[src/gbfp_pkg.sv]
// Shared constants and codes for the binary GPS frame parser.
`default_nettype none

package gbfp_pkg;

   localparam int unsigned MAX_PAYLOAD = 1024;
   localparam int unsigned SEEN_W      = $clog2(MAX_PAYLOAD + 1);

   localparam logic [7:0]  SYNC_FIRST  = 8'hB5;
   localparam logic [7:0]  SYNC_SECOND = 8'h62;
   localparam logic [7:0]  ACK_CLASS   = 8'h05;
   localparam logic [7:0]  ACK_ID      = 8'h01;
   localparam logic [7:0]  UNSET_BYTE  = 8'hFF;
   localparam logic [15:0] MAX_LEN     = 16'(MAX_PAYLOAD);

   typedef enum logic [2:0] {
      ST_BUSY    = 3'd0,
      ST_MATCH   = 3'd1,
      ST_OTHER   = 3'd2,
      ST_CKERR   = 3'd3,
      ST_TOOLONG = 3'd4
   } status_type;

endpackage

`default_nettype wire

[src/gps_binary_frame_parser_top.sv]
// Binary GPS frame parser: sync hunt, header decode, Fletcher-8 check, ACK/NAK match.
//
// Takes one received byte per req_ transfer and returns one status per byte on rsp_.
// An item passes through the input register, then the frame state update into the result
// register. One byte can be accepted every cycle while rsp_ is not stalled; while a
// result is held on a stalled rsp_ channel the input register takes a further byte only
// when it is empty. Status is 0 while a frame is in progress, 1 for a good frame
// of the acknowledge class that matches the expected kind (csr_wr_data selects NAK),
// 2 for any other good frame, 3 for a checksum error and 4 for a length over
// MAX_PAYLOAD. After a finished or rejected frame the parser hunts for sync again.
// Write the expected kind only while the block is idle.
`default_nettype none

module gps_binary_frame_parser_top
   import gbfp_pkg::*;
(
   input  wire logic        clock,
   input  wire logic        reset,
   input  wire logic        req_valid,
   output logic             req_ready,
   input  wire logic [7:0]  req_rx_byte,
   output logic             rsp_valid,
   input  wire logic        rsp_ready,
   output logic [2:0]       rsp_frame_status,
   output logic [7:0]       rsp_msg_class,
   output logic [7:0]       rsp_msg_id,
   output logic [15:0]      rsp_payload_len,
   input  wire logic        csr_wr_en,
   input  wire logic        csr_wr_data
);

   typedef enum logic [3:0] {
      PH_SYNC1   = 4'd0,
      PH_SYNC2   = 4'd1,
      PH_CLASS   = 4'd2,
      PH_ID      = 4'd3,
      PH_LEN_LO  = 4'd4,
      PH_LEN_HI  = 4'd5,
      PH_PAYLOAD = 4'd6,
      PH_CK_A    = 4'd7,
      PH_CK_B    = 4'd8
   } phase_type;

   // input register
   logic              in_valid_ff;
   logic [7:0]        in_byte_ff;

   // frame state
   phase_type         phase_ff, phase_in;
   logic [7:0]        class_ff, class_in;
   logic [7:0]        id_ff, id_in;
   logic [15:0]       length_ff, length_in;
   logic [SEEN_W-1:0] seen_ff, seen_in;
   logic [7:0]        sum_a_ff, sum_a_in;
   logic [7:0]        sum_b_ff, sum_b_in;
   logic [7:0]        rx_sum_a_ff, rx_sum_a_in;
   logic              expect_nak_ff;

   // result register
   logic              rsp_valid_ff;
   status_type        status_ff, status_in;
   logic [7:0]        rsp_class_ff;
   logic [7:0]        rsp_id_ff;
   logic [15:0]       rsp_length_ff;

   logic              advance;
   logic              step;
   logic              finish;
   logic [7:0]        add_a;
   logic [7:0]        add_b;
   logic [SEEN_W-1:0] seen_inc;
   logic [15:0]       len_full;
   logic              is_nak;

   assign advance   = !rsp_valid_ff || rsp_ready;
   assign step      = in_valid_ff && advance;
   assign req_ready = !in_valid_ff || advance;

   assign add_a    = sum_a_ff + in_byte_ff;
   assign add_b    = sum_b_ff + add_a;
   assign seen_inc = seen_ff + SEEN_W'(1);
   assign len_full = {in_byte_ff, length_ff[7:0]};
   assign is_nak   = (id_ff != ACK_ID);

   always_comb begin
      phase_in    = phase_ff;
      class_in    = class_ff;
      id_in       = id_ff;
      length_in   = length_ff;
      seen_in     = seen_ff;
      sum_a_in    = sum_a_ff;
      sum_b_in    = sum_b_ff;
      rx_sum_a_in = rx_sum_a_ff;
      status_in   = ST_BUSY;
      finish      = 1'b0;
      unique case (phase_ff)
         PH_SYNC1: begin
            if (in_byte_ff == SYNC_FIRST) phase_in = PH_SYNC2;
         end
         PH_SYNC2: begin
            // a bad second sync byte is dropped, not rechecked as a first
            phase_in = (in_byte_ff == SYNC_SECOND) ? PH_CLASS : PH_SYNC1;
         end
         PH_CLASS: begin
            class_in = in_byte_ff;
            sum_a_in = add_a;
            sum_b_in = add_b;
            phase_in = PH_ID;
         end
         PH_ID: begin
            id_in    = in_byte_ff;
            sum_a_in = add_a;
            sum_b_in = add_b;
            phase_in = PH_LEN_LO;
         end
         PH_LEN_LO: begin
            length_in = {8'h00, in_byte_ff};
            sum_a_in  = add_a;
            sum_b_in  = add_b;
            phase_in  = PH_LEN_HI;
         end
         PH_LEN_HI: begin
            length_in = len_full;
            sum_a_in  = add_a;
            sum_b_in  = add_b;
            seen_in   = '0;
            if (len_full > MAX_LEN) begin
               status_in = ST_TOOLONG;
               finish    = 1'b1;
            end else if (len_full == 16'h0000) begin
               phase_in = PH_CK_A;
            end else begin
               phase_in = PH_PAYLOAD;
            end
         end
         PH_PAYLOAD: begin
            sum_a_in = add_a;
            sum_b_in = add_b;
            seen_in  = seen_inc;
            if (16'(seen_inc) >= length_ff) phase_in = PH_CK_A;
         end
         PH_CK_A: begin
            rx_sum_a_in = in_byte_ff;
            phase_in    = PH_CK_B;
         end
         PH_CK_B: begin
            finish = 1'b1;
            if (rx_sum_a_ff != sum_a_ff || in_byte_ff != sum_b_ff) begin
               status_in = ST_CKERR;
            end else if (class_ff == ACK_CLASS && is_nak == expect_nak_ff) begin
               status_in = ST_MATCH;
            end else begin
               status_in = ST_OTHER;
            end
         end
         default: begin
            phase_in = PH_SYNC1;
         end
      endcase
   end

   // restart hunt: state back to reset values when no frame is open
   logic hunt;
   assign hunt = finish || phase_in == PH_SYNC1;

   always_ff @(posedge clock) begin
      if (reset) begin
         in_valid_ff   <= 1'b0;
         rsp_valid_ff  <= 1'b0;
         expect_nak_ff <= 1'b0;
         phase_ff      <= PH_SYNC1;
         class_ff      <= UNSET_BYTE;
         id_ff         <= UNSET_BYTE;
         length_ff     <= '0;
         seen_ff       <= '0;
         sum_a_ff      <= '0;
         sum_b_ff      <= '0;
         rx_sum_a_ff   <= '0;
      end else begin
         if (csr_wr_en) expect_nak_ff <= csr_wr_data;
         if (req_ready) begin
            in_valid_ff <= req_valid;
            in_byte_ff  <= req_rx_byte;
         end
         if (advance) rsp_valid_ff <= in_valid_ff;
         if (step) begin
            status_ff     <= status_in;
            rsp_class_ff  <= phase_in == PH_SYNC1 && !finish ? UNSET_BYTE : class_in;
            rsp_id_ff     <= phase_in == PH_SYNC1 && !finish ? UNSET_BYTE : id_in;
            rsp_length_ff <= phase_in == PH_SYNC1 && !finish ? 16'h0000 : length_in;
            if (hunt) begin
               phase_ff    <= PH_SYNC1;
               class_ff    <= UNSET_BYTE;
               id_ff       <= UNSET_BYTE;
               length_ff   <= '0;
               seen_ff     <= '0;
               sum_a_ff    <= '0;
               sum_b_ff    <= '0;
               rx_sum_a_ff <= '0;
            end else begin
               phase_ff    <= phase_in;
               class_ff    <= class_in;
               id_ff       <= id_in;
               length_ff   <= length_in;
               seen_ff     <= seen_in;
               sum_a_ff    <= sum_a_in;
               sum_b_ff    <= sum_b_in;
               rx_sum_a_ff <= rx_sum_a_in;
            end
         end
      end
   end

   assign rsp_valid        = rsp_valid_ff;
   assign rsp_frame_status = status_ff;
   assign rsp_msg_class    = rsp_class_ff;
   assign rsp_msg_id       = rsp_id_ff;
   assign rsp_payload_len  = rsp_length_ff;

   a_finish_hunts: assert property (@(posedge clock) disable iff (reset)
      (step && status_in != ST_BUSY) |=> phase_ff == PH_SYNC1)
      else $error("parser did not return to sync hunt after a finished frame");

   a_hunt_clean: assert property (@(posedge clock) disable iff (reset)
      phase_ff == PH_SYNC1 |-> (class_ff == UNSET_BYTE && id_ff == UNSET_BYTE
                                && length_ff == 16'h0000 && sum_a_ff == 8'h00))
      else $error("frame state not cleared while hunting");

   a_payload_count: assert property (@(posedge clock) disable iff (reset)
      phase_ff == PH_PAYLOAD |-> (16'(seen_ff) < length_ff && length_ff <= MAX_LEN))
      else $error("payload count out of range");

   a_toolong_len: assert property (@(posedge clock) disable iff (reset)
      (rsp_valid_ff && status_ff == ST_TOOLONG) |-> rsp_length_ff > MAX_LEN)
      else $error("length error reported for an allowed length");

endmodule

`default_nettype wire

[config.mk]
export PLATFORM = sky130hd
export DESIGN_NAME = gps_binary_frame_parser_top
export DESIGN_NICKNAME = d
export VERILOG_FILES = /design/src/gbfp_pkg.sv /design/src/gps_binary_frame_parser_top.sv
export SDC_FILE = /design/constraint.sdc
export NUM_CORES = 1
export LEC_CHECK = 0
export ABC_AREA = 1
export ABC_CLOCK_PERIOD_IN_PS = 3220
export BUFFER_PORTS_ARGS = -buffer_cell sky130_fd_sc_hd__clkbuf_2
export CAP_MARGIN = 20
export CORE_MARGIN = 2
export CORE_UTILIZATION = 60
export DETAILED_ROUTE_END_ITERATION = 12
export PLACE_DENSITY_LB_ADDON = 0.08
export SLEW_MARGIN = 30
export SYNTH_ARGS = -nofsm -noshare
export SYNTH_HDL_FRONTEND = slang
export SYNTH_SLANG_ARGS = --single-unit
[constraint.sdc]
create_clock -name clock -period 3.22 [get_ports clock]
set_clock_uncertainty 0.2 [all_clocks]
set_input_delay 0 -clock clock [delete_from_list [all_inputs] [get_ports clock]]
set_output_delay 0 -clock clock [all_outputs]
set_load 0.02 [all_outputs]
# Word level (Yosys, flattened, before mapping)
# Cells that the tools add are included.
# word_totals
ff_bits,117
out_inout_bits,37
word_cells,86
# op_classes
magnitude_cmp,2
n_reduce_logical,22
eq_ne,15
n_addsub,3
n_mux,27
bitwise_logic,1
# ops
op,n
two-way mux 8 bit,10
case mux 4 bit (9 select lines),1
case mux 16 bit (2 select lines),1
case mux 11 bit (2 select lines),1
adder 8 bit,2
equality test 4 x 3 -> 1 bit (second input constant),4
>= comparator 11 x 16 -> 1 bit,1
greater-than comparator 16 x 11 -> 1 bit (second input constant),1
zero test 16 bit,1
two-way mux 16 bit,1
two-way mux 4 bit,4
!= test 8 bit,2
adder 11 x 1 -> 11 bit (second input constant),1
two-way mux 11 bit,1
AND reduction 2 bit,5
equality test 4 x 2 -> 1 bit (second input constant),2
equality test 8 x 3 -> 1 bit (second input constant),1
equality test 8 x 7 -> 1 bit (second input constant),1
equality test 8 bit (second input constant),1
zero test 4 bit,2
!= test 8 x 1 -> 1 bit (second input constant),1
two-way mux 2 bit,3
case mux 3 bit (2 select lines),1
OR reduction 5 bit,1
12 further kinds,21

# Logic depth before layout (Yosys ltp)
# logic_depth
ltp_word,8
mapped_depth,22
ltp_nobuf,22

# Worst setup path before layout
# No wires, ideal clock.
# synth_path
path_kind,register to register
startpoint,register seen_ff[0]
endpoint,"register rsp_length_ff[12], in the netlist rsp_payload_len[12] (data pin)"
n_path_buf,2
stages_incl_launch_ff,18
t_required_ns,2.771
path_slack_ns,0.267
arrival_time_ns,2.504
path_cell_list,dfxtp_1 ha_1 nand3_1 nor4_1 nand3_1 xor2_1 inv_1 ha_1 nand2_1 nor2_1 a21oi_1 nand2_1 nand2_1 nand3_4 buf_2 buf_2 nand2_1 inv_1
# synth_between
elab_chain_len,6
# synth_rtl
element,line_no,text
"start, declared",gps_binary_frame_parser_top.sv:53,"logic [SEEN_W-1:0] seen_ff, seen_in;"
"start signal, assigned",gps_binary_frame_parser_top.sv:205,seen_ff <= seen_in;
adder 11 x 1 -> 11 bit,gps_binary_frame_parser_top.sv:81,assign seen_inc = seen_ff + SEEN_W'(1);
>= comparator 11 x 16 -> 1 bit,gps_binary_frame_parser_top.sv:140,if (16'(seen_inc) >= length_ff) phase_in = PH_CK_A;
two-way mux 4 bit,gps_binary_frame_parser_top.sv:140,
case mux 4 bit (9 select lines),gps_binary_frame_parser_top.sv:96,unique case (phase_ff)
zero test 4 bit,gps_binary_frame_parser_top.sv:190,rsp_length_ff <= phase_in == PH_SYNC1 && !finish ? 16'h0000 : length_in;
logical AND 1 bit,gps_binary_frame_parser_top.sv:190,
"end signal, assigned",gps_binary_frame_parser_top.sv:190,
"end, declared",gps_binary_frame_parser_top.sv:64,logic [15:0] rsp_length_ff;
# Every way passes these cells.
# A chain may end at the register's enable or synchronous reset.

# Worst setup path in the final report
# layout_path
startpoint,register seen_ff[0]
endpoint,register seen_ff[2]
# layout_between
elab_chain_len,8
# layout_rtl
element,line_no,text
adder 11 x 1 -> 11 bit (*),gps_binary_frame_parser_top.sv:81,
>= comparator 11 x 16 -> 1 bit,gps_binary_frame_parser_top.sv:140,
two-way mux 4 bit,gps_binary_frame_parser_top.sv:140,
case mux 4 bit (9 select lines),gps_binary_frame_parser_top.sv:96,
zero test 4 bit,gps_binary_frame_parser_top.sv:164,assign hunt = finish || phase_in == PH_SYNC1;
logical OR 1 bit,gps_binary_frame_parser_top.sv:164,
nonzero test 3 bit (no source line),--,
AND reduction 2 bit (no source line),--,
# Every way passes the cells marked *; elsewhere a longest branch is shown, timed or not.

==> impl.org <==
** Cells and area
- Most used cells in the layout excluding fill and tap cells :: sky130_fd_sc_hd__nand2_1, sky130_fd_sc_hd__inv_1, sky130_fd_sc_hd__dfxtp_1
- With fillers left out, the area of the finished cells amounts to 7571 um2.
- Area grow syn2layout :: 19.44%
- Leading cell type in the layout, fill and taps excluded :: sky130_fd_sc_hd__nand2_1
- Number of antenna cells inserted :: 0
- Cells with a size suffix above 1 make up 14.08% of the layout.
- Number of inserted filler cells in the final layout :: 806
- Post-layout util :: 73.67%
- Final #Nets :: 924

** Clock tree
- Cts bufs inserted :: 17
- TritonCTS built the clock tree.
- # clock sinks :: 117
- In this run the deepest clock path goes through 2 buffers.
- The H-tree was split into 4 levels.
- CTS root buffer :: sky130_fd_sc_hd__clkbuf_8
- Clock transition at path regs :: 0.06 ns
- Clock latency on the worst-skew pair, taken at its later pin, is 0.52 ns.

** Global route
- Global-route wire length before repair :: 24960 um
- Overflow after GRT :: 0
- The initial antenna violation count came to 0.
- Pin count of the biggest net entering global routing :: 49
- Global routing used 27.95% of the available tracks across all layers.
- Vias in the first global route :: 5306

** Place
- Worst Setup Slack post-DPL :: 0.03505 ns
- Detail Placement HPWL :: 10180 um
- In this run the cell area measured after placement is 6735 um2.
- IO buf count :: 50
- At the end of routability-driven placement, the weighted congestion stood at 0.9014.

** Timing
- The final number of max-transition violations came to 0.
- RSZ-0062 raised after global routing :: true
- Minimum clock period :: 3.049 ns
- Final setup viols :: 0
- Share of the clock period used by the worst path :: 94.68%
- Final sum of negative setup slack :: 0 ns
- For the pin with the worst max-slew slack, the measured transition is 0.5908 ns.
- The worst pin sits at a relative slew slack of 60.47%.
- Based on the critical path, the design can be clocked at up to 0.3280 GHz.
- The count of final hold-check violations is 0.
- Once routing completed, OpenROAD measured the worst setup slack at 0.1714 ns.

** Floorplan
- Count of standard-cell rows :: 37
- Overall die area :: 11400 um2
- Standard cell core area :: 10280 um2
- The floorplan step set the die width to 106.8 um.
- Overall die height :: 106.8 um
- The initial utilization of the core area, before any placement, comes to 61.68%.
- During I/O placement, the number of pins put on the boundary was 51.

** Yosys
- Post-synthesis sequential area ratio :: 43.74%
- In the synthesized netlist the async set-or-reset flop fraction comes to 0%.
- Avg Synthesized Cell Area :: 7.864 um2
- Commonest register cell after synthesis :: sky130_fd_sc_hd__dfxtp_1
- After synthesis the cells add up to 6339 um2.
- FF+latch count, synth :: 117
- Number of unique standard cell types used by synthesis :: 36
- Net count of the mapped netlist :: 848
- Counting every instance in the synthesized netlist gives 806.
- In this run, synthesis inferred 43 flip-flops with an integrated enable.
- For this run, the number of Yosys warnings is 0.

** Setup path
- Data arrives at the worst endpoint at 3.26 ns.
- For the worst flop-to-flop path, the logic depth is 18.
- Type of origin of the critical path :: register
- Maximum fanout count along the critical path :: 12
- STA classifies the critical path endpoint as a register.
- Kind of critical path :: register to register
- For the worst setup path, the data required time is 3.43 ns.

** Drt
- Number of iterations in the first detailed-routing pass :: 5
- The final layout contains routed wiring with a total length of 15400 um.
- In the final routed layout, each cell accounts on average for 14.94 um.
- After detailed routing, the number of remaining DRC violations is 0.
- The detail route stage leaves a number of antenna-violating nets equal to 0.
- Dividing the detail-routed via count by the number of cells gives 5.511.
- Number of DRC markers in iteration 0 :: 480
- The routed layout has 5682 vias.

** Pwr
- Power density of the placed cells :: 478.5 nW/um2
- Total leakage power :: 3.320 nW
- Largest voltage drop on the vdd net :: 0.4209 mV

** Run
- Count of maximum capacitance violations :: 0

** Worst hold path
- In this run the worst hold path is classified as input port to register.
- Along the worst hold path, the cell count comes to 2.

** Outcome
- The flow ran to the end, and the final reports show no timing, DRC or antenna violations.
[flip-flops by register name, summed over array words and instances (netlist names)]
signal,flops
length_ff,16
in_byte_ff,8
rsp_payload_len,16
class_ff,8
rsp_frame_status,3
in_valid_ff,1
rsp_msg_class,8
id_ff,8
sum_b_ff,8
rx_sum_a_ff,8
expect_nak_ff,1
phase_ff,4
seen_ff,11
sum_a_ff,8
rsp_msg_id,8
rsp_valid,1
[kinds of logic after synthesis]
logic type	synth area share, %
fa+ha+maj	5.764
buf+inv	9.850
flops	43.74
xor+xnor	4.974
compound gates	11.11
simple gates	24.56
[power breakdown]
group / switching, mW / internal, mW / leakage [nW]
Clock: 0.624 / 1.19 / 0.273
Combinational: 0.147 / 0.0812 / 2.09
Sequential: 0.0201 / 1.56 / 0.954
[path summary, 6_finish.rpt]
| kind | from | to | slack [ns] |
|---|---|---|---|
| worst min register to register | length_ff[10] | length_ff[10] | 0.27 |
| worst max register to register | seen_ff[0] | seen_ff[2] | 0.17 |
| worst max-delay path | seen_ff[0] | seen_ff[2] | 0.17 |
| worst min-delay path | req_rx_byte[3] | in_byte_ff[3] | 0.02 |
[per-layer routing]
layer | vias up | routed length (um) | track usage [%]
li1 | 2783 | - | -
met1 | 2647 | 6785 | 36.64
met2 | 223 | 7373 | 45.81
met3 | 29 | 925 | 6.201
met4 | 0 | 319 | 9.647
met5 | - | 0 | 0
[worst max-delay path: stages (launching register included)]
cell                      delay [ns]
sky130_fd_sc_hd__dfxtp_1        0.35
sky130_fd_sc_hd__buf_4          0.15
sky130_fd_sc_hd__nand3_1        0.13
sky130_fd_sc_hd__nor2_2         0.16
sky130_fd_sc_hd__nand4_1        0.13
sky130_fd_sc_hd__nor2_1         0.14
sky130_fd_sc_hd__xnor2_1        0.13
sky130_fd_sc_hd__inv_1          0.08
sky130_fd_sc_hd__ha_1           0.29
sky130_fd_sc_hd__a21oi_1        0.16
sky130_fd_sc_hd__nor2_1         0.06
sky130_fd_sc_hd__a21oi_1        0.12
sky130_fd_sc_hd__nand2_1        0.07
sky130_fd_sc_hd__nand2_1        0.11
sky130_fd_sc_hd__nand3_4        0.14
sky130_fd_sc_hd__nand3_1        0.12
sky130_fd_sc_hd__nand2_2        0.16
sky130_fd_sc_hd__o21ai_0        0.20
sky130_fd_sc_hd__nor2_1         0.05
[synthesized netlist by cell type (8+ instances only)]
cell type                    n  area, um2
sky130_fd_sc_hd__a21oi_1    68      340.3
sky130_fd_sc_hd__buf_6       8      90.09
sky130_fd_sc_hd__clkbuf_1   15      56.30
sky130_fd_sc_hd__dfxtp_1    74       1481
sky130_fd_sc_hd__edfxtp_1   43       1291
sky130_fd_sc_hd__ha_1       26      325.3
sky130_fd_sc_hd__inv_1     109      409.1
sky130_fd_sc_hd__nand2_1   205      769.5
sky130_fd_sc_hd__nand3_1    64      320.3
sky130_fd_sc_hd__nor2_1     37      138.9
sky130_fd_sc_hd__nor4_1      9      56.30
sky130_fd_sc_hd__o211ai_1   16      120.1
sky130_fd_sc_hd__o21ai_0    32      160.2
sky130_fd_sc_hd__o22ai_1     8      50.05
sky130_fd_sc_hd__xnor2_1    11      96.34
sky130_fd_sc_hd__xor2_1     25      219.0
[through the flow]
| stage | std cells | hold WS [ns] | power [mW] |
|---|---|---|---|
| 2_1_floorplan | 806 | -0.1011 | 1.748 |
| 6_report | 1031 | 0.02084 | 3.623 |
| 3_5_place_dp | 976 | -0.02091 | 1.811 |
| 4_1_cts | 1028 | 0.0006194 | 3.625 |
| 5_1_grt | 1031 | 0.01830 | 3.722 |
| 3_3_place_gp | 976 | -0.02330 | 1.804 |
[cell type report]
class / instances / area (um2) / area share [%]
tap: 136 / 170.2 / 2.248
timing repair buffer: 89 / 643.1 / 8.494
sequential: 117 / 2773 / 36.62
clock buffer: 25 / 454.2 / 5.999
multi-input combinational: 541 / 2988 / 39.46
clock inverter: 7 / 107.6 / 1.421
inverter: 116 / 435.4 / 5.751
[repair_timing]
action / 4_1_cts / 5_1_grt
endpoints found under the hold margin: 51 / 0
gates resized for setup: 0 / 10
hold buffers: 20 / 0
setup buffers: 0 / 3
endpoints found under the setup margin: 0 / 84
Note: power is estimated with default switching activity, not from simulation.
